**src/rtl/spq_pkg.sv**
```systemverilog
package spq_pkg;

  localparam int unsigned ValueWidth = 32;
  localparam int unsigned OccWidth   = 4;

  typedef enum logic [1:0] {
    REQ_INSERT = 2'd0,
    REQ_REMOVE = 2'd1,
    REQ_PEEK   = 2'd2
  } req_e;

  typedef enum logic [1:0] {
    ST_OK    = 2'd0,
    ST_FULL  = 2'd1,
    ST_EMPTY = 2'd2
  } status_e;

  // Operation broadcast to every cell of the chain in the same cycle.
  typedef struct packed {
    logic ins;
    logic rem;
  } spq_ctl_t;

endpackage

```
**src/rtl/spq_cell.sv**
```systemverilog
module spq_cell
  import spq_pkg::*;
(
  input  logic                         clk_i,
  input  spq_ctl_t                     ctl_i,
  input  logic                         live_i,
  input  logic signed [ValueWidth-1:0] value_i,
  input  logic signed [ValueWidth-1:0] left_value_i,
  input  logic                         left_ge_i,
  input  logic signed [ValueWidth-1:0] right_value_i,
  output logic                         ge_o,
  output logic signed [ValueWidth-1:0] value_o
);

  logic signed [ValueWidth-1:0] value_q, value_d;

  // An empty slot always takes the new value if nothing to its left does.
  assign ge_o = !live_i || (value_i >= value_q);

  always_comb begin
    value_d = value_q;
    if (ctl_i.ins) begin
      if (left_ge_i) begin
        value_d = left_value_i;
      end else if (ge_o) begin
        value_d = value_i;
      end
    end else if (ctl_i.rem) begin
      value_d = right_value_i;
    end
  end

  always_ff @(posedge clk_i) begin
    value_q <= value_d;
  end

  assign value_o = value_q;

endmodule

```
**src/rtl/sorted_priority_queue.sv**
```systemverilog
// Channel  | Handshake                  | Payload
// request  | in_valid_i / in_ready_o    | req_type_i, value_i
// result   | out_valid_o / out_ready_i  | status_o, top_value_o, occupancy_o
//
// Every request beat yields exactly one result beat, in the cycle after acceptance.
// A new request is taken every cycle while the result register is empty or being
// drained; the cell chain compares and shifts combinationally, so it never holds it.
// A stalled result holds the request side only if the result register stays full.
// Reset (rst_ni low, asynchronous) empties the queue and the result register; the
// stored values are not cleared since slots at or beyond the count never reach a result.
module sorted_priority_queue
  import spq_pkg::*;
#(
  parameter int unsigned DEPTH = 8
) (
  input  logic                         clk_i,
  input  logic                         rst_ni,
  input  logic                         in_valid_i,
  output logic                         in_ready_o,
  input  logic [1:0]                   req_type_i,
  input  logic signed [ValueWidth-1:0] value_i,
  output logic                         out_valid_o,
  input  logic                         out_ready_i,
  output logic [1:0]                   status_o,
  output logic signed [ValueWidth-1:0] top_value_o,
  output logic [OccWidth-1:0]          occupancy_o
);

  localparam int unsigned CntWidth = $clog2(DEPTH + 1);
  localparam logic [CntWidth-1:0] CntFull = CntWidth'(DEPTH);

  logic [CntWidth-1:0] count_q, count_d;

  logic                         out_valid_q, out_valid_d;
  logic [1:0]                   status_q, status_d;
  logic signed [ValueWidth-1:0] top_q, top_d;
  logic [OccWidth-1:0]          occ_q, occ_d;

  logic     accept;
  logic     full;
  logic     empty;
  spq_ctl_t ctl;

  logic signed [ValueWidth-1:0] cell_value [DEPTH];
  logic                         cell_ge    [DEPTH];

  // The result register frees up as soon as its beat is taken.
  assign in_ready_o = !out_valid_q || out_ready_i;
  assign accept     = in_valid_i && in_ready_o;
  assign full       = (count_q == CntFull);
  assign empty      = (count_q == '0);

  // Slot 0 is the head; the chain is kept in non-increasing order over live slots.
  for (genvar g = 0; g < DEPTH; g++) begin : g_cell
    logic                         live;
    logic signed [ValueWidth-1:0] left_value;
    logic                         left_ge;
    logic signed [ValueWidth-1:0] right_value;

    assign live = (count_q > CntWidth'(g));

    if (g == 0) begin : g_head
      assign left_value = cell_value[0];
      assign left_ge    = 1'b0;
    end else begin : g_body
      assign left_value = cell_value[g-1];
      assign left_ge    = cell_ge[g-1];
    end

    // The tail slot has no right neighbor; after a remove it falls out of range.
    if (g == DEPTH - 1) begin : g_tail
      assign right_value = cell_value[g];
    end else begin : g_inner
      assign right_value = cell_value[g+1];
    end

    spq_cell u_cell (
      .clk_i         (clk_i),
      .ctl_i         (ctl),
      .live_i        (live),
      .value_i       (value_i),
      .left_value_i  (left_value),
      .left_ge_i     (left_ge),
      .right_value_i (right_value),
      .ge_o          (cell_ge[g]),
      .value_o       (cell_value[g])
    );
  end

  // Decode the request, update the count and build the result beat.
  always_comb begin
    ctl         = '0;
    count_d     = count_q;
    out_valid_d = out_valid_q && !out_ready_i;
    status_d    = status_q;
    top_d       = top_q;
    occ_d       = occ_q;

    if (accept) begin
      out_valid_d = 1'b1;
      status_d    = ST_OK;
      top_d       = '0;
      case (req_type_i)
        REQ_INSERT: begin
          if (full) begin
            status_d = ST_FULL;
          end else begin
            ctl.ins = 1'b1;
            count_d = count_q + 1'b1;
          end
        end
        REQ_REMOVE, REQ_PEEK: begin
          if (empty) begin
            status_d = ST_EMPTY;
          end else begin
            top_d = cell_value[0];
            if (req_type_i == REQ_REMOVE) begin
              ctl.rem = 1'b1;
              count_d = count_q - 1'b1;
            end
          end
        end
        default: begin
          // Unused request code leaves the queue alone and reports OK.
        end
      endcase
      occ_d = OccWidth'(count_d);
    end
  end

  always_ff @(posedge clk_i or negedge rst_ni) begin
    if (!rst_ni) begin
      count_q     <= '0;
      out_valid_q <= 1'b0;
    end else begin
      count_q     <= count_d;
      out_valid_q <= out_valid_d;
    end
  end

  always_ff @(posedge clk_i) begin
    status_q <= status_d;
    top_q    <= top_d;
    occ_q    <= occ_d;
  end

  assign out_valid_o = out_valid_q;
  assign status_o    = status_q;
  assign top_value_o = top_q;
  assign occupancy_o = occ_q;

endmodule

```
**config.mk**
```make
export PLATFORM = sky130hd
export DESIGN_NAME = sorted_priority_queue
export DESIGN_NICKNAME = d
export VERILOG_FILES = /design/src/rtl/spq_pkg.sv /design/src/rtl/spq_cell.sv /design/src/rtl/sorted_priority_queue.sv
export SDC_FILE = /design/constraint.sdc
export NUM_CORES = 1
export LEC_CHECK = 0
export BUFFER_PORTS_ARGS = -buffer_cell sky130_fd_sc_hd__buf_2
export CAP_MARGIN = 40
export CORE_UTILIZATION = 34
export DETAILED_ROUTE_END_ITERATION = 16
export SYNTH_ARGS = -nofsm -noshare
export SYNTH_HDL_FRONTEND = slang
export SYNTH_SLANG_ARGS = --single-unit
```
**constraint.sdc**
```tcl
create_clock -name clk_i -period 10.8 [get_ports clk_i]
set_input_delay 2.16 -clock clk_i [delete_from_list [all_inputs] [get_ports clk_i]]
set_output_delay 2.16 -clock clk_i [all_outputs]
set_load 0.02 [all_outputs]
```
### Word level (Yosys, flattened, before mapping)

Index checks and enable logic that the tools add are counted.

| storage, ports and cells | value |
|---|---|
| register bits | 299 |
| output and inout port bits | 40 |
| word-level logic and storage cells | 120 |

| cells by class | value |
|---|---|
| $add $sub $neg | 2 |
| order comparisons | 16 |
| eq/ne operators | 10 |
| muxes and demuxes | 43 |
| bitwise operators | 1 |
| reductions and logical operators | 35 |

Operators with widths:

| kind | count |
|---|---|
| two-way mux 32 bit | 29 |
| >= comparator 32 bit | 8 |
| != test 3 x 1 -> 1 bit (second input constant) | 6 |
| > comparator 4 x 3 -> 1 bit (second input constant) | 4 |
| AND reduction 2 bit | 8 |
| two-way mux 4 bit | 3 |
| zero test 1 bit | 10 |
| logical OR 1 bit | 9 |
| > comparator 4 x 1 -> 1 bit (second input constant) | 2 |
| > comparator 4 x 2 -> 1 bit (second input constant) | 2 |
| one-hot mux 4 bit (2 select lines) | 1 |
| two-way mux 1 bit | 7 |
| adder 4 x 1 -> 4 bit (second input constant) | 1 |
| equality test 4 bit (second input constant) | 1 |
| zero test 4 bit | 1 |
| two-way mux 2 bit | 2 |
| one-hot mux 2 bit (2 select lines) | 1 |
| nonzero test 2 bit | 2 |
| OR reduction 2 bit | 2 |
| subtractor 4 x 1 -> 4 bit (second input constant) | 1 |
| equality test 2 x 1 -> 1 bit (second input constant) | 1 |
| equality test 2 bit (second input constant) | 1 |
| logical AND 1 bit | 2 |
| zero test 2 bit | 1 |
| 2 further kinds | 2 |

### Depth between registers and ports, before layout

| logic depth | value |
|---|---|
| depth in word-level cells | 7 |
| mapped depth | 12 |

### By module

A second synthesis with hierarchy kept.

| unflattened totals | value |
|---|---|
| cell total of the unflattened synthesis | 2275 |
| area total of the unflattened synthesis | 21963.6 um^2 |

Modules (own cells, without submodules):

| module | instances | cells an instance | area an instance (um^2) | sequential area each (um^2) |
|---|---|---|---|---|
| spq_cell | 8 | 264 | 2492.4 | 960.9 |
| sorted_priority_queue | 1 | 163 | 2024.4 | 1266.2 |

### Least setup slack after synthesis

OpenSTA, ideal clock, no wires.

| path | value |
|---|---|
| path kind | input to register |
| start | input value_i[29] |
| end | register g_cell[3].u_cell.value_q[0], enable pin |
| library setup time | 441 ps |
| data arrival time | 5876 ps |
| required time | 10359 ps |
| setup slack | 4483 ps |
| cell stages on the path | 11 |
| buffers on the path | 3 |
| path through | ha_1 a21o_1 a21o_1 a21oi_1 o211ai_1 or4_1 buf_2 and3_1 buf_6 buf_6 a31oi_1 |

| on the way | value |
|---|---|
| cells in the longest elaborated chain, start to end | 4 |
| elaborated cells between the ends (all ways) | 6 |

Ends and longest elaborated chain:

| item | RTL line | RTL |
|---|---|---|
| start, declared | sorted_priority_queue.sv:21 | `input logic signed [ValueWidth-1:0] value_i,` |
| >= comparator 32 bit | spq_cell.sv:18 | `assign ge_o = !live_i \|\| (value_i >= value_q);` |
| logical OR 1 bit | spq_cell.sv:18 |  |
| != test 3 x 1 -> 1 bit (no source line) * | n/a |  |
| AND reduction 2 bit (no source line) * | n/a |  |
| end signal, assigned | spq_cell.sv:34 | `value_q <= value_d;` |
| end, declared | spq_cell.sv:15 | `logic signed [ValueWidth-1:0] value_q, value_d;` |

Every way passes the cells marked *; elsewhere a longest branch is shown, timed or not.
A chain may end at the register's enable or synchronous reset.

### Worst setup path after layout

| path | value |
|---|---|
| start | input value_i[31] |
| end | register g_cell[6].u_cell.value_q[25], enable pin |

| on the way | value |
|---|---|
| cells in the longest elaborated chain, start to end | 4 |
| elaborated cells between the ends (all ways) | 6 |

Ends and longest elaborated chain:

| item | RTL line |
|---|---|
| >= comparator 32 bit | spq_cell.sv:18 |
| logical OR 1 bit | spq_cell.sv:18 |
| != test 3 x 1 -> 1 bit (no source line) * | n/a |
| AND reduction 2 bit (no source line) * | n/a |
| end signal, assigned | spq_cell.sv:34 |
| end, declared | spq_cell.sv:15 |

Marks and branches as above.

==> qor.csv <==
stage;metric;value;unit
clock_tree;Post-CTS Resized;0;
cells_and_area;Layout fillers;6294;
yosys;Yosys top cell by area;edfxtp_1;
yosys;syn nets;2655;
cells_and_area;final net count;2651;
timing;worst relative slew slack;0.420;
routing;drt first pass iters;6;
yosys;Syn Std Cell Area;22100;sq um
yosys;Post-synth EDFFs;294;
critical_path;WP buf/inv;4;
floorplanning;Std-Cell Rows;93;
critical_path;CP required;11030;ps
yosys;Most used DFF post-synth;edfxtp_1;
cells_and_area;ratio of cells with drive above 1 in the final layout;0.0880;
critical_path;WS Path Type;input port to register;
yosys;Yosys reg bits;299;
flow_run;Max-Cap Viols;0;
global_route;first-pass GRT wire length;110;mm
power;VDD IR max;90.4;uV
clock_tree;Worst-Skew Late Latency;550;ps
yosys;Avg Inst Size Synth;9.41;sq um
routing;Routed WL per cell;22.3;um
critical_path;Most common cell on crit path;buf_4;
yosys;Synthesis Warnings;0;
floorplanning;I/O pin count;78;
global_route;vias in the first global route;19036;
clock_tree;CTS tree;yes;
critical_path;crit-path leading delay family;compound AO/OA/AOI/OAI gates;
clock_tree;Sink Count;299;
critical_path;critical path arrival;6350;ps
yosys;post-synthesis sequential area ratio;0.404;
routing;via-per-instance ratio;6.04;
timing;WHS;537;ps
power;power per cell area;160;nW/um^2
routing;Post-DRT Antenna Nets;0;
yosys;Cells after Synth;2354;
run_status;outcome;completed;
timing;FMAX;0.163;GHz
clock_tree;Root Driver;clkbuf_16;
place;hpwl dp;53.7;mm
timing;endpoints failing hold;0;
place;GP Congestion;0.889;
timing;Final Setup Violations;0;
clock_tree;Post-CTS Hold Fix Bufs;0;
floorplanning;die area;66100;sq um
timing;final clock skew;17.2;ps
clock_tree;CTS clk-pin slew, worst paths;60;ps
floorplanning;starting density of the core;0.344;
routing;via count;19525;
critical_path;Critical Path Sink Type;register;
timing;setup_tns;0;ps
routing;DRC violations left;0;
critical_path;Slowest cell on crit path;nor4_1;
timing;RSZ-0062 raised after global routing;no;
floorplanning;core footprint;64300;sq um
global_route;largest net degree at the start of global routing;64;
critical_path;Cell Chain, Critical Path;buf_2 -> ha_1 -> buf_4 -> nand4_1 -> nor4_1 -> and2_1 -> o31a_1 -> nor3_2 -> buf_4 -> a22o_1 -> a31oi_4 -> buf_4;
clock_tree;Clock H-tree levels;2;
timing;Slew Viols, Final;0;
cells_and_area;multi-input logic area;11500;sq um
power;Leakage;0.0103;uW
clock_tree;Post-CTS Setup Bufs;0;
cells_and_area;Sequential Area;8950;sq um
routing;total routed wirelength;72.2;mm
clock_tree;CTS buffer count;37;
yosys;top cells by area, synth;edfxtp_1 40%, ha_1 15%, a221o_1 5.7%;
place;Port-buffer cells;77;
global_route;total track usage;0.212;
yosys;ys async rst share;0.0167;
yosys;Synth top area share;0.399;
timing;worst slew pin tran;867;ps
critical_path;Critical Path Start Type;input port;
critical_path;critical path's largest stage delay;710;ps
critical_path;top fanout value on the critical path;59;
global_route;gr ovfl total;0;
floorplanning;Die W;257;um
cells_and_area;Area growth syn-to-layout;11.9;%
routing;initial DRC count;1942;
yosys;Yosys cell types;54;
timing;Period Utilization, post-route;0.566;
global_route;initial antenna violation count;6;
floorplanning;die height;257;um
min_path;worst hold path class;register to register;
timing;final worst path period need;6120;ps
clock_tree;clock buffer depth;3;
[logic make-up (layout without fill, tap and decap cells)]
logic type | count (synthesis) | after routing | synth area share
other cells | 0 | 5 | 0
compound gates | 734 | 734 | 0.229
buf+inv | 468 | 488 | 0.0856
simple gates | 587 | 587 | 0.131
mux | 3 | 3 | 0.00147
flops | 299 | 299 | 0.404
fa+ha+maj | 263 | 263 | 0.149
[tightest hold or removal path, stage by stage (launching register included)]
cell and delay (ps):
dfrtp_1 340, nand2b_1 90, nand2b_1 80
[worst paths after layout]
kind	start	cells past startpoint	slack, ps	to
setup / recovery	value_i[31]	12	4680	g_cell[6].u_cell.value_o[25]
hold / removal	out_valid_o	2	540	out_valid_o
setup reg to reg	g_cell[6].u_cell.value_o[31]	12	6080	g_cell[6].u_cell.value_o[24]
hold reg to reg	out_valid_o	2	540	out_valid_o
max in group asynchronous	rst_ni	1	9240	count_q[1]
min in group asynchronous	rst_ni	1	1430	out_valid_o
[stage by stage]
step                area, sq um   util  total power, uW  setup slack [ps]  cells
detailed placement        23600  0.367             2760              4180   3166
CTS                       24800  0.385             3970              4750   3229
global placement          23300  0.362             2690              4070   3151
finish                    24800  0.385             3970              4680   3234
global route              24800  0.385             4140              4590   3233
floorplan                 22100      -             2360              4480   2354
[power breakdown]
part | internal [uW] | switching (uW)
registers | 1430 | 74.5
logic | 395 | 864
clock network | 698 | 512
[metal layers]
layer / GRT usage / wire length [um] / share of wire / vias to the layer above
met3: 0.0373 / 6190 / 0.086 / 138
met4: 0.0866 / 2610 / 0.036 / 4
li1: - / - / - / 8937
met1: 0.289 / 31100 / 0.43 / 9464
met2: 0.331 / 32200 / 0.45 / 982
met5: 0 / 23 / 0.00032 / -
[cell type report]
type / count / share of cell area
clock inverter: 20 / 0.00702
tap: 855 / 0.0432
sequential: 299 / 0.361
inverter: 301 / 0.0456
multi-input combinational: 1587 / 0.465
antenna: 5 / 0.000505
timing repair buffer: 124 / 0.0388
clock buffer: 43 / 0.0383
[placed cells by master, fill, tap and decap left out, types with 29 or more instances in the layout]
cell type | synthesis | routed
o22ai_1 | 32 | 32
a221o_1 | 126 | 126
a31oi_1 | 175 | 168
ha_1 | 263 | 263
buf_4 | 0 | 32
nand4_1 | 91 | 91
inv_1 | 301 | 301
nor2_1 | 82 | 79
a211oi_1 | 29 | 29
o21ai_0 | 101 | 101
and3_1 | 34 | 33
a21oi_1 | 118 | 117
clkbuf_16 | 0 | 37
buf_2 | 15 | 77
o211ai_1 | 47 | 47
a21o_1 | 55 | 55
edfxtp_1 | 294 | 294
nand2_1 | 195 | 195
nor3_1 | 46 | 43
and2_1 | 36 | 35
nand3_1 | 52 | 51
[synthesized netlist by cell type, types with 2 or more instances]
cell type,number
and3_1,34
nand2_1,195
a21bo_2,2
and4_1,4
clkbuf_1,130
a31o_2,3
mux2_2,2
nand2b_1,5
dfrtp_1,5
o22a_1,3
a21o_1,55
o211ai_1,47
o21a_1,8
and2_1,36
inv_1,301
nor3_1,46
or4_1,14
nor2b_1,12
edfxtp_1,294
buf_2,15
nand4_1,91
buf_6,16
o31ai_1,7
a221oi_1,9
nand3b_1,2
a221o_1,126
buf_1,6
o31a_1,2
o22ai_1,32
a31oi_1,175
a211oi_1,29
o221a_2,3
nand3_1,52
ha_1,263
nor2_1,82
a2111o_1,3
a21oi_1,118
nor4_1,8
o21ai_0,101
or3_1,4
[registers in the layout, indices dropped and copies added, names as in the netlist]
register	count
count_q	4
status_o	2
occupancy_o	4
g_cell.u_cell.value_o	256
top_value_o	32
out_valid_o	1
(Power assumes the default switching activity.)
